**src/rtl/gcd_pkg.sv**
```systemverilog
// Shared constants, status codes and the controller command type for the change dispenser.
package gcd_pkg;

  // Default widths of stock counts and cent amounts
  localparam int COUNT_WIDTH_DEF  = 16;
  localparam int AMOUNT_WIDTH_DEF = 20;

  // Width of the reported till value (taken modulo its range)
  localparam int TILL_WIDTH = 27;

  // Denominations, largest first
  localparam int NUM_DENOMS = 7;
  localparam int DENOM_W    = 10;
  localparam int IDX_W      = 3;
  localparam logic [IDX_W-1:0] LAST_IDX = IDX_W'(NUM_DENOMS - 1);

  localparam logic [DENOM_W-1:0] DENOM_CENTS [NUM_DENOMS] = '{
    10'd1000, 10'd500, 10'd200, 10'd50, 10'd25, 10'd10, 10'd5
  };

  // Opcodes on the input tuser
  localparam logic OP_LOAD = 1'b0;
  localparam logic OP_SALE = 1'b1;

  // Result status codes on the output tuser
  localparam int STATUS_W = 2;
  localparam logic [STATUS_W-1:0] STATUS_LOADED       = 2'd0;
  localparam logic [STATUS_W-1:0] STATUS_FULL         = 2'd1;
  localparam logic [STATUS_W-1:0] STATUS_PAY_SHORT    = 2'd2;
  localparam logic [STATUS_W-1:0] STATUS_CHANGE_SHORT = 2'd3;

  // Commands from the controller to the datapath
  typedef struct packed {
    logic             accept;      // latch input word
    logic             step_mul;    // left times reciprocal, stock times denomination
    logic             step_quo;    // estimate quotient and its product
    logic             step_take;   // correct quotient, take coins, update stock
    logic             till_mul;    // multiply one stock count by its denomination
    logic             till_add;    // accumulate the last product
    logic             out_load;    // move result into the output register
    logic [IDX_W-1:0] idx;         // denomination being worked on
  } cmd_t;

endpackage

```
**src/rtl/gcd_ctrl.sv**
```systemverilog
// Controller state machine for the change dispenser: sequences sale steps and the till pass.
module gcd_ctrl (
  input  logic          clk,
  input  logic          rst,
  input  logic          s_tvalid,
  output logic          s_tready,
  input  logic          opcode,
  output logic          m_tvalid,
  input  logic          m_tready,
  output gcd_pkg::cmd_t cmd
);

  localparam logic [2:0] ST_IDLE      = 3'd0;
  localparam logic [2:0] ST_MUL       = 3'd1;
  localparam logic [2:0] ST_QUO       = 3'd2;
  localparam logic [2:0] ST_TAKE      = 3'd3;
  localparam logic [2:0] ST_TILL_MUL  = 3'd4;
  localparam logic [2:0] ST_TILL_LAST = 3'd5;
  localparam logic [2:0] ST_DONE      = 3'd6;

  logic [2:0]                 state;
  logic [2:0]                 state_next;
  logic [gcd_pkg::IDX_W-1:0]  idx;
  logic [gcd_pkg::IDX_W-1:0]  idx_next;
  logic                       out_free;

  assign s_tready = (state == ST_IDLE);
  assign out_free = !m_tvalid || m_tready;

  // Decode state into commands and next state
  always_comb begin
    state_next   = state;
    idx_next     = idx;
    cmd          = '0;
    cmd.idx      = idx;
    unique case (state)
      ST_IDLE: begin
        if (s_tvalid) begin
          cmd.accept = 1'b1;
          idx_next   = '0;
          state_next = (opcode == gcd_pkg::OP_SALE) ? ST_MUL : ST_TILL_MUL;
        end
      end
      ST_MUL: begin
        cmd.step_mul = 1'b1;
        state_next   = ST_QUO;
      end
      ST_QUO: begin
        cmd.step_quo = 1'b1;
        state_next   = ST_TAKE;
      end
      ST_TAKE: begin
        cmd.step_take = 1'b1;
        if (idx == gcd_pkg::LAST_IDX) begin
          idx_next   = '0;
          state_next = ST_TILL_MUL;
        end else begin
          idx_next   = idx + 1'b1;
          state_next = ST_MUL;
        end
      end
      ST_TILL_MUL: begin
        cmd.till_mul = 1'b1;
        cmd.till_add = (idx != '0);
        if (idx == gcd_pkg::LAST_IDX) begin
          state_next = ST_TILL_LAST;
        end else begin
          idx_next = idx + 1'b1;
        end
      end
      ST_TILL_LAST: begin
        cmd.till_add = 1'b1;
        state_next   = ST_DONE;
      end
      ST_DONE: begin
        if (out_free) begin
          cmd.out_load = 1'b1;
          state_next   = ST_IDLE;
        end
      end
      default: begin
        state_next = ST_IDLE;
      end
    endcase
  end

  // Advance state and hold output valid until the word is taken
  always_ff @(posedge clk) begin
    if (rst) begin
      state    <= ST_IDLE;
      idx      <= '0;
      m_tvalid <= 1'b0;
    end else begin
      state <= state_next;
      idx   <= idx_next;
      if (cmd.out_load) begin
        m_tvalid <= 1'b1;
      end else if (m_tready) begin
        m_tvalid <= 1'b0;
      end
    end
  end

endmodule

```
**src/rtl/gcd_datapath.sv**
```systemverilog
// Datapath of the change dispenser: stock counts, greedy change arithmetic, till sum, result register.
module gcd_datapath #(
  parameter int COUNT_WIDTH  = gcd_pkg::COUNT_WIDTH_DEF,
  parameter int AMOUNT_WIDTH = gcd_pkg::AMOUNT_WIDTH_DEF,
  parameter int IN_W         = 152,
  parameter int OUT_W        = 184
) (
  input  logic                          clk,
  input  logic                          rst,
  input  gcd_pkg::cmd_t                 cmd,
  input  logic [IN_W-1:0]               s_tdata,
  input  logic                          s_tuser,
  output logic [OUT_W-1:0]              m_tdata,
  output logic [gcd_pkg::STATUS_W-1:0]  m_tuser
);

  localparam int CW    = COUNT_WIDTH;
  localparam int AW    = AMOUNT_WIDTH;
  localparam int ND    = gcd_pkg::NUM_DENOMS;
  localparam int TW    = gcd_pkg::TILL_WIDTH;
  localparam int CMP_W = (AW > CW) ? AW : CW;
  localparam int GAVE_LO = 2 * AW;
  localparam int TILL_LO = 2 * AW + ND * CW;

  // Floor of 2^AW over each denomination; the quotient estimate is low by at most one
  localparam logic [AW:0] POW2 = {1'b1, {AW{1'b0}}};
  localparam logic [AW-1:0] RECIP [ND] = '{
    AW'(POW2 / gcd_pkg::DENOM_CENTS[0]), AW'(POW2 / gcd_pkg::DENOM_CENTS[1]),
    AW'(POW2 / gcd_pkg::DENOM_CENTS[2]), AW'(POW2 / gcd_pkg::DENOM_CENTS[3]),
    AW'(POW2 / gcd_pkg::DENOM_CENTS[4]), AW'(POW2 / gcd_pkg::DENOM_CENTS[5]),
    AW'(POW2 / gcd_pkg::DENOM_CENTS[6])
  };

  // Item state
  logic [CW-1:0]   stock [ND];
  logic [CW-1:0]   gave  [ND];
  logic            is_sale;
  logic            pay_short;
  logic [AW-1:0]   due;
  logic [AW-1:0]   left;

  // Per-denomination pipeline registers
  logic [2*AW-1:0] prod_q;
  logic [AW-1:0]   stock_d;
  logic [AW-1:0]   q0;
  logic [AW-1:0]   qd;

  // Till pass
  logic [TW-1:0]   till_prod;
  logic [TW-1:0]   till_acc;

  // Output register
  logic [gcd_pkg::STATUS_W-1:0] out_status;
  logic [AW-1:0]   out_due;
  logic [AW-1:0]   out_left;
  logic [CW-1:0]   out_gave [ND];
  logic [TW-1:0]   out_till;

  // Combinational helpers
  logic [AW:0]     diff;
  logic [AW-1:0]   denom_aw;
  logic [CW-1:0]   stock_sel;
  logic [AW-1:0]   rem_raw;
  logic [AW-1:0]   rem;
  logic [AW-1:0]   want;
  logic            fits;
  logic [CW-1:0]   take;
  logic [AW-1:0]   left_new;

  assign diff      = {1'b0, s_tdata[2*AW-1:AW]} - {1'b0, s_tdata[AW-1:0]};
  assign denom_aw  = AW'(gcd_pkg::DENOM_CENTS[cmd.idx]);
  assign stock_sel = stock[cmd.idx];

  // Correct the quotient estimate, then limit it by the stock on hand
  always_comb begin
    rem_raw = left - qd;
    if (rem_raw >= denom_aw) begin
      want = q0 + 1'b1;
      rem  = rem_raw - denom_aw;
    end else begin
      want = q0;
      rem  = rem_raw;
    end
    fits     = CMP_W'(want) <= CMP_W'(stock_sel);
    take     = fits ? CW'(want) : stock_sel;
    left_new = fits ? rem : (left - stock_d);
  end

  // Stock counts: set by a load, reduced as change is taken
  always_ff @(posedge clk) begin
    if (rst) begin
      for (int k = 0; k < ND; k++) begin
        stock[k] <= '0;
      end
    end else if (cmd.accept && (s_tuser == gcd_pkg::OP_LOAD)) begin
      for (int k = 0; k < ND; k++) begin
        stock[k] <= s_tdata[2*AW + k*CW +: CW];
      end
    end else if (cmd.step_take) begin
      stock[cmd.idx] <= stock_sel - take;
    end
  end

  // Item registers and greedy arithmetic; a load or a short payment owes no change
  always_ff @(posedge clk) begin
    if (cmd.accept) begin
      is_sale   <= (s_tuser == gcd_pkg::OP_SALE);
      pay_short <= diff[AW];
      due       <= (diff[AW] || (s_tuser == gcd_pkg::OP_LOAD)) ? '0 : diff[AW-1:0];
      left      <= (diff[AW] || (s_tuser == gcd_pkg::OP_LOAD)) ? '0 : diff[AW-1:0];
      for (int k = 0; k < ND; k++) begin
        gave[k] <= '0;
      end
    end
    if (cmd.step_mul) begin
      prod_q  <= (2*AW)'(left) * (2*AW)'(RECIP[cmd.idx]);
      stock_d <= AW'(stock_sel) * denom_aw;
    end
    if (cmd.step_quo) begin
      q0 <= prod_q[2*AW-1:AW];
      qd <= AW'(prod_q[2*AW-1:AW] * denom_aw);
    end
    if (cmd.step_take) begin
      gave[cmd.idx] <= take;
      left          <= left_new;
    end
  end

  // Till sum: one product per cycle, each accumulated in the cycle after it is formed
  always_ff @(posedge clk) begin
    if (cmd.accept) begin
      till_acc <= '0;
    end else if (cmd.till_add) begin
      till_acc <= till_acc + till_prod;
    end
    if (cmd.till_mul) begin
      till_prod <= TW'(stock_sel) * TW'(gcd_pkg::DENOM_CENTS[cmd.idx]);
    end
  end

  // Capture the finished result
  always_ff @(posedge clk) begin
    if (cmd.out_load) begin
      if (!is_sale) begin
        out_status <= gcd_pkg::STATUS_LOADED;
      end else if (pay_short) begin
        out_status <= gcd_pkg::STATUS_PAY_SHORT;
      end else if (left == '0) begin
        out_status <= gcd_pkg::STATUS_FULL;
      end else begin
        out_status <= gcd_pkg::STATUS_CHANGE_SHORT;
      end
      out_due  <= due;
      out_left <= left;
      out_till <= till_acc;
      for (int k = 0; k < ND; k++) begin
        out_gave[k] <= gave[k];
      end
    end
  end

  // Pack the output word
  always_comb begin
    m_tdata                    = '0;
    m_tdata[AW-1:0]            = out_due;
    m_tdata[2*AW-1:AW]         = out_left;
    for (int k = 0; k < ND; k++) begin
      m_tdata[GAVE_LO + k*CW +: CW] = out_gave[k];
    end
    m_tdata[TILL_LO +: TW]     = out_till;
  end

  assign m_tuser = out_status;

endmodule

```
**src/rtl/greedy_change_dispenser.sv**
```systemverilog
// Top level of the change dispenser: stream ports, controller and datapath.
//
// Keeps stock for 1000, 500, 200, 50, 25, 10 and 5 cent units and answers every input word
// with one output word. A load latches the counts, forms the till sum (one shared multiplier,
// one denomination per cycle, plus a final add) and then loads the output register. A sale
// runs the greedy pass over each of the seven denominations in turn (quotient estimate by a
// reciprocal multiply, product back-multiply, then correct and take from stock), followed by
// the same till pass. One item is worked on at a time; the next input word is accepted as soon
// as the result is in the output register, even while that result still waits to be taken.
module greedy_change_dispenser #(
  parameter int COUNT_WIDTH  = gcd_pkg::COUNT_WIDTH_DEF,
  parameter int AMOUNT_WIDTH = gcd_pkg::AMOUNT_WIDTH_DEF,
  parameter int IN_W  = ((2*AMOUNT_WIDTH + gcd_pkg::NUM_DENOMS*COUNT_WIDTH + 7) / 8) * 8,
  parameter int OUT_W = ((2*AMOUNT_WIDTH + gcd_pkg::NUM_DENOMS*COUNT_WIDTH
                          + gcd_pkg::TILL_WIDTH + 7) / 8) * 8
) (
  input  logic                         clk,
  input  logic                         rst,
  input  logic                         s_tvalid,
  output logic                         s_tready,
  // price_cents, paid_cents, load_count_1000, load_count_500, load_count_200,
  // load_count_50, load_count_25, load_count_10, load_count_5
  input  logic [IN_W-1:0]              s_tdata,
  // opcode
  input  logic                         s_tuser,
  output logic                         m_tvalid,
  input  logic                         m_tready,
  // change_due_cents, unpaid_remainder_cents, gave_1000, gave_500, gave_200,
  // gave_50, gave_25, gave_10, gave_5, till_value_cents
  output logic [OUT_W-1:0]             m_tdata,
  // status
  output logic [gcd_pkg::STATUS_W-1:0] m_tuser
);

  gcd_pkg::cmd_t cmd;

  gcd_ctrl u_ctrl (
    .clk      (clk),
    .rst      (rst),
    .s_tvalid (s_tvalid),
    .s_tready (s_tready),
    .opcode   (s_tuser),
    .m_tvalid (m_tvalid),
    .m_tready (m_tready),
    .cmd      (cmd)
  );

  gcd_datapath #(
    .COUNT_WIDTH  (COUNT_WIDTH),
    .AMOUNT_WIDTH (AMOUNT_WIDTH),
    .IN_W         (IN_W),
    .OUT_W        (OUT_W)
  ) u_datapath (
    .clk     (clk),
    .rst     (rst),
    .cmd     (cmd),
    .s_tdata (s_tdata),
    .s_tuser (s_tuser),
    .m_tdata (m_tdata),
    .m_tuser (m_tuser)
  );

endmodule
```
**config.mk**
```make
export PLATFORM = sky130hd
export DESIGN_NAME = greedy_change_dispenser
export DESIGN_NICKNAME = d
export VERILOG_FILES = /design/src/rtl/gcd_pkg.sv /design/src/rtl/gcd_ctrl.sv /design/src/rtl/gcd_datapath.sv /design/src/rtl/greedy_change_dispenser.sv
export SDC_FILE = /design/constraint.sdc
export NUM_CORES = 2
export LEC_CHECK = 0
export ABC_AREA = 0
export BUFFER_PORTS_ARGS = -buffer_cell sky130_fd_sc_hd__buf_4
export CAP_MARGIN = 20
export CORE_AREA = 2 2 268 376
export CTS_CLUSTER_DIAMETER = 100
export DETAILED_ROUTE_END_ITERATION = 8
export DIE_AREA = 0 0 270 378
export GPL_TIMING_DRIVEN = 0
export PLACE_DENSITY = 0.75
export RECOVER_POWER = 100
export SLEW_MARGIN = 10
export SYNTH_ARGS = -nofsm -noshare
export SYNTH_HDL_FRONTEND = slang
export SYNTH_SLANG_ARGS = --single-unit
```
**constraint.sdc**
```tcl
create_clock -name clk -period 14.4 [get_ports clk]
set_clock_uncertainty 0.05 [all_clocks]
set_input_delay 4.32 -clock clk [delete_from_list [all_inputs] [get_ports clk]]
set_output_delay 4.32 -clock clk [all_outputs]
set_load 0.1 [all_outputs]
```
# Word level (Yosys, flattened, before mapping)
# Memories as Yosys holds them, arrays and structs flattened. A register that Yosys moved wholly into a read port is not among the register bits.
# Index checks and enable logic that the tools add are counted.
[totals]
register_bits = 271
ramBits = 336
romBits = 240
wordCells = 137
memories = 5
[mem_list]
columns = ["name", "words", "word_bits", "rd", "rd_clocked_by_memory_dff", "write_ports", "line", "source"]
rows = [
  ["(no name shown)", 8, 20, 1, 0, 0, "gcd_datapath.sv:116", "prod_q <= (2*AW)'(left) * (2*AW)'(RECIP[cmd.idx]);"],
  ["u_datapath.gave", 7, 16, 7, 0, 7, "gcd_datapath.sv:36", "logic [CW-1:0] gave [ND];"],
  ["u_datapath.out_gave", 7, 16, 7, 0, 7, "gcd_datapath.sv:56", "logic [CW-1:0] out_gave [ND];"],
  ["u_datapath.stock", 7, 16, 1, 1, 7, "gcd_datapath.sv:35", "logic [CW-1:0] stock [ND];"],
  ["(no name shown)", 8, 10, 1, 0, 0, "gcd_datapath.sv:71", "assign denom_aw = AW'(gcd_pkg::DENOM_CENTS[cmd.idx]);"],
]
[classes]
addsub = 8
mul = 4
n_lt_le_gt_ge = 3
n_eq_ne = 11
muxes = 63
n_bitwise = 10
n_reduce_logical = 15
[ops]
columns = ["cell", "count"]
rows = [
  ["16-bit two-way mux", 10],
  ["20-bit two-way mux", 8],
  ["20-bit by 20-bit multiplier with 40-bit output", 1],
  ["20-bit subtractor", 2],
  ["3-bit two-way mux", 12],
  ["16-bit OR reduction", 2],
  ["27-bit by 26-bit adder with 27-bit output", 1],
  ["16-bit by 10-bit multiplier with 26-bit output", 1],
  ["1-bit two-way mux", 26],
  ["3-bit one-hot mux with 7 select lines", 1],
  ["20-bit by 20-bit subtractor with 21-bit output", 1],
  ["20-bit by 1-bit adder with 20-bit output, second input constant", 1],
  ["20-bit by 10-bit greater-or-equal comparator with 1-bit output", 1],
  ["20-bit by 16-bit <= comparator with 1-bit output", 1],
  ["20-bit logical NOT", 1],
  ["16-bit by 10-bit multiplier with 20-bit output", 1],
  ["20-bit by 10-bit multiplier with 20-bit output", 1],
  ["10-bit two-way mux", 2],
  ["20-bit by 10-bit subtractor with 20-bit output", 1],
  ["16-bit subtractor", 1],
  ["3-bit equality test, second input constant", 4],
  ["3-bit one-hot mux with 3 select lines", 1],
  ["1-bit OR", 7],
  ["3-bit by 2-bit equality test with 1-bit output, second input constant", 2],
  ["17 further kinds", 25],
]

# Logic depth before layout (Yosys ltp)
[depth]
ltp_word = 10
mapped_depth = 48

# Modules after synthesis
# From an unflattened synthesis, not the netlist that was laid out.
[hier_totals]
hier_cells = 4752
area_unflattened_um2 = 49730.2
[modules_own_cells]
columns = ["mod", "instances", "cells_per_inst", "area_per_inst_um2", "seq_area_each_um2"]
rows = [
  ["gcd_datapath", 1, 4693, 49212.2, 17626.9],
  ["gcd_ctrl", 1, 59, 518.0, 140.1],
]

# Worst setup path after synthesis
# Ideal clock, no wire load.
[synth_path]
path_type = "input to register"
from = "input m_tready"
to = "register u_datapath.out_status, in the netlist u_datapath.m_tuser[0] (enable)"
t_arrival_ns = 12.028
required_time_ns = 13.625
setup_slack_ns = 1.597
cell_stages = 4
n_path_buf = 0
cell_sequence = "inv_1 nand2_1 nand2_1 nor2_1"
[synth_rtl]
columns = ["element", "line", "source"]
rows = [
  ["from (decl)", "greedy_change_dispenser.sv:27", "input logic m_tready,"],
  ["to (signal assigned)", "gcd_datapath.sv:145", "out_status <= gcd_pkg::STATUS_LOADED;"],
  ["to (signal assigned)", "gcd_datapath.sv:147", "out_status <= gcd_pkg::STATUS_PAY_SHORT;"],
  ["to (signal assigned)", "gcd_datapath.sv:149", "out_status <= gcd_pkg::STATUS_FULL;"],
  ["to (decl)", "gcd_datapath.sv:53", "logic [gcd_pkg::STATUS_W-1:0] out_status;"],
]

==> out/qor.yml <==
logic_synthesis:
  synth-edff-count: 553
  ys_ff_latch: 606
  synth_cells: 4709
  ys_warn_count: 0
  synth_cell_types: 88
  async_flop_share_pct: 0
  yosys-top-cells-area: "edfxtp_1 (34%), fa_1 (21%), ha_1 (9.6%)"
  yosysTopAreaCellShare_pct: 33.8
  synth_largest_area_cell: "edfxtp_1"
  seq_area_frac_synth_pct: 36.0
  ys.flop_type: "edfxtp_1"
  avgSynthCellArea_um2: 10.4
  synthesis.area_um2: 49100
critical_path:
  r2r_cells: 45
  r2r_setup_slack_ns: 0.56
  critical_path.most_common_cell: "clkbuf_1"
  cp.depth: 45
  critPathSlowestCell: "a2111o_1"
  endpoint_kind: "flip-flop"
  critPathLaunch: "u_ctrl.idx[1]"
  rr_endpoint: "u_datapath.stock[3][10]"
  worstSetupEndpoint: "u_datapath.stock[3][10]"
  slowest_delay_ns: 0.55
  crit_required_ns: 14.78
  critPathArrivalTime_ns: 14.22
  r2r-start: "u_ctrl.idx[1]"
  startpoint_type: "flip-flop"
  worst-path-buf-inv: 13
  crit_type: "flip-flop to flip-flop"
  cp_top_family: "compound AO/OA/AOI/OAI gates"
  path_max_fanout: 11
layout:
  layoutNonFillerInstCount: 6502
  nNetsFinal: 6163
  design_area_um2: 54800
  fin_util_pct: 55.4
  drive_above_1_share_pct: 6.86
  syn_to_final_growth_pct: 11.5
detailed_routing:
  drtIter0Drc: 3354
  vias: 37371
  antenna_left: 0
  via_per_inst: 5.75
  drt_pass1_iterations: 7
  postRouteWirelength_um: 153000
  drc: 0
  wl_per_cell_um: 23.6
placed_design:
  post-place-ws_ns: 0.174
  port_buffers: 339
  dpl.hpwl_um: 123000
  place_congestion: 1.04
  place_area_um2: 53700
  place_inst: 6390
job:
  maxCapViolations: 6
die:
  die_w_um: 270
  row_count: 137
  die_y_um: 378
  pin_count: 345
  core-area_um2: 98900
  start_util_pct: 49.7
  die-area_um2: 102000
sta:
  setup_ws_ns: 0.560
  setup_viol: 0
  max_freq_mhz: 72.3
  min_period_ns: 13.84
  final_hold_viol_count: 0
  worst_pin_slew_ns: 1.92
  slew_headroom_pct: -28.0
  rsz0062_at_grt: "false"
  final_max_slew_viol_count: 192
  fin_crit_sh_pct: 96.1
worst_hold_path:
  hp-start: "u_datapath.gave[1][6]"
  hold_class: "flip-flop to flip-flop"
cts:
  clock-sinks: 606
  post_cts_buffers: 0
  cts_root_buf: "clkbuf_16"
  htreeDepth: 2
  cts_hold_buf: 0
  cts_buffers: 55
  clock_path_buffers: 3
  path_clk_slew_ns: 0.08
  clk_latency_ns: 0.68
  tritoncts: "built"
outcome:
  status: "complete, but fails checks"
  violations: "capacitance limit, slew limit"
grt:
  grt_pass1_wl_um: 227000
  gr-total-overflow: 0
  grt_usage_pct: 29.9
  grt_pass1_vias: 38021
  grt_max_degree: 38
  antenna_found_initial: 8
[worst register-to-register path: cells and delay by family (launching register included)]
kind | cells | cell delay, ns
AOI/OAI and AO/OA | 20 | 5.01
adders and majority gates | 5 | 1.76
buffers and inverters | 13 | 4.06
and+or+nand+nor | 6 | 1.87
DFF | 1 | 0.39
muxes | 1 | 0.45
[per-stage QoR]
step | TNS (ns) | hold slack, ns
detailed placement | 0 | 0.355
CTS | 0 | 0.339
floorplan | 0 | 0.350
global placement | -268.31 | 0.351
global route | 0 | 0.351
finish | 0 | 0.330
[repair_timing]
action,4_1_cts,5_1_grt
endpoints found under the hold margin,0,0
endpoints found under the setup margin,0,86
resized for setup,0,4
[placed cells by master (no fill, tap or decap), types with 19 or more instances in the layout]
cell type,count
o21ai_0,183
a21o_1,45
nor2_1,379
and2_1,97
dfxtp_1,53
o21a_1,26
nor3_1,65
ha_1,375
nand2b_1,38
clkbuf_16,55
fa_1,503
clkbuf_1,375
buf_4,158
xnor2_1,126
xor2_1,31
a22o_1,37
nand3_1,36
edfxtp_1,553
nand4_1,19
nor2b_1,52
and3_1,94
inv_1,729
mux4_2,32
or2_2,21
or3_1,21
a21oi_1,169
nand2_1,567
o21bai_1,27
[synthesized netlist by cell type, drive strengths merged (9+ instances only)]
master,instances
inv,729
nand2,567
edfxtp,553
fa,503
nor2,380
ha,375
o21ai,196
a21oi,169
clkbuf,159
xnor2,126
and2,103
and3,94
nor3,67
dfxtp,53
nor2b,52
a21o,45
nand2b,38
a22o,37
nand3,36
mux4,32
xor2,32
o21bai,27
o21a,26
or2,22
or3,22
buf,21
nand4,19
a21boi,18
a31oi,16
a211oi,15
mux2,14
o211ai,13
nand3b,12
nor4,11
o31a,10
a22oi,9
mux2i,9
[routing by layer]
layer  track usage, %  vias up  wire (um)
met1             32.5    18351      50900
li1                 -    16432          -
met4             23.2        6      13900
met5                0        -         40
met3             5.48      623      12800
met2             51.9     1959      75800
[final cells by class]
class	instances	area [um^2]
inverters	736	2760
fillers	8719	44100
clock inverters	34	556
multi-input cells	3191	28000
clock buffers	70	1470
well taps	1320	1650
flip-flops and latches	606	17700
plain buffers	180	699
repair buffers	358	1920
diodes	7	17.5
[cells by family after synthesis]
group | synth area share [%]
fa+ha+maj | 30.1
mux | 1.98
buf+inv | 7.05
compound gates | 8.46
flops | 36.0
simple gates | 13.5
xor+xnor | 2.91
other cells | 0.00764
[state kept, by name, indices dropped and copies added, names as in the netlist, named ones only]
name / cells
u_datapath.m_tuser: 2
u_ctrl.state: 3
u_datapath.out_gave: 112
u_datapath.out_left: 20
u_datapath.till_acc: 27
u_datapath.q0: 20
u_ctrl.m_tvalid: 1
u_datapath.out_due: 20
u_datapath.is_sale: 1
u_datapath.out_till: 27
u_datapath.stock_d: 20
u_datapath.due: 20
u_datapath.left: 20
u_datapath.stock: 128
u_datapath.pay_short: 1
u_datapath.till_prod: 26
u_ctrl.idx: 3
u_datapath.qd: 20
u_datapath.prod_q: 20
u_datapath.gave: 112
[worst min-delay path by stage]
stage | endpoint | slack, ns | cells past startpoint
finish | u_datapath.out_gave[1][6] | 0.33 | 0
global route | u_datapath.out_gave[1][6] | 0.35 | 0
CTS | u_datapath.out_gave[1][6] | 0.34 | 0
detailed placement | u_datapath.out_due[17] | 0.35 | 0
global placement | u_datapath.out_due[3] | 0.35 | 0
floorplan | u_datapath.out_due[0] | 0.35 | 0
Power is not shown: default switching activity piles up to over one toggle a cycle in this logic, so the estimate is an artifact.
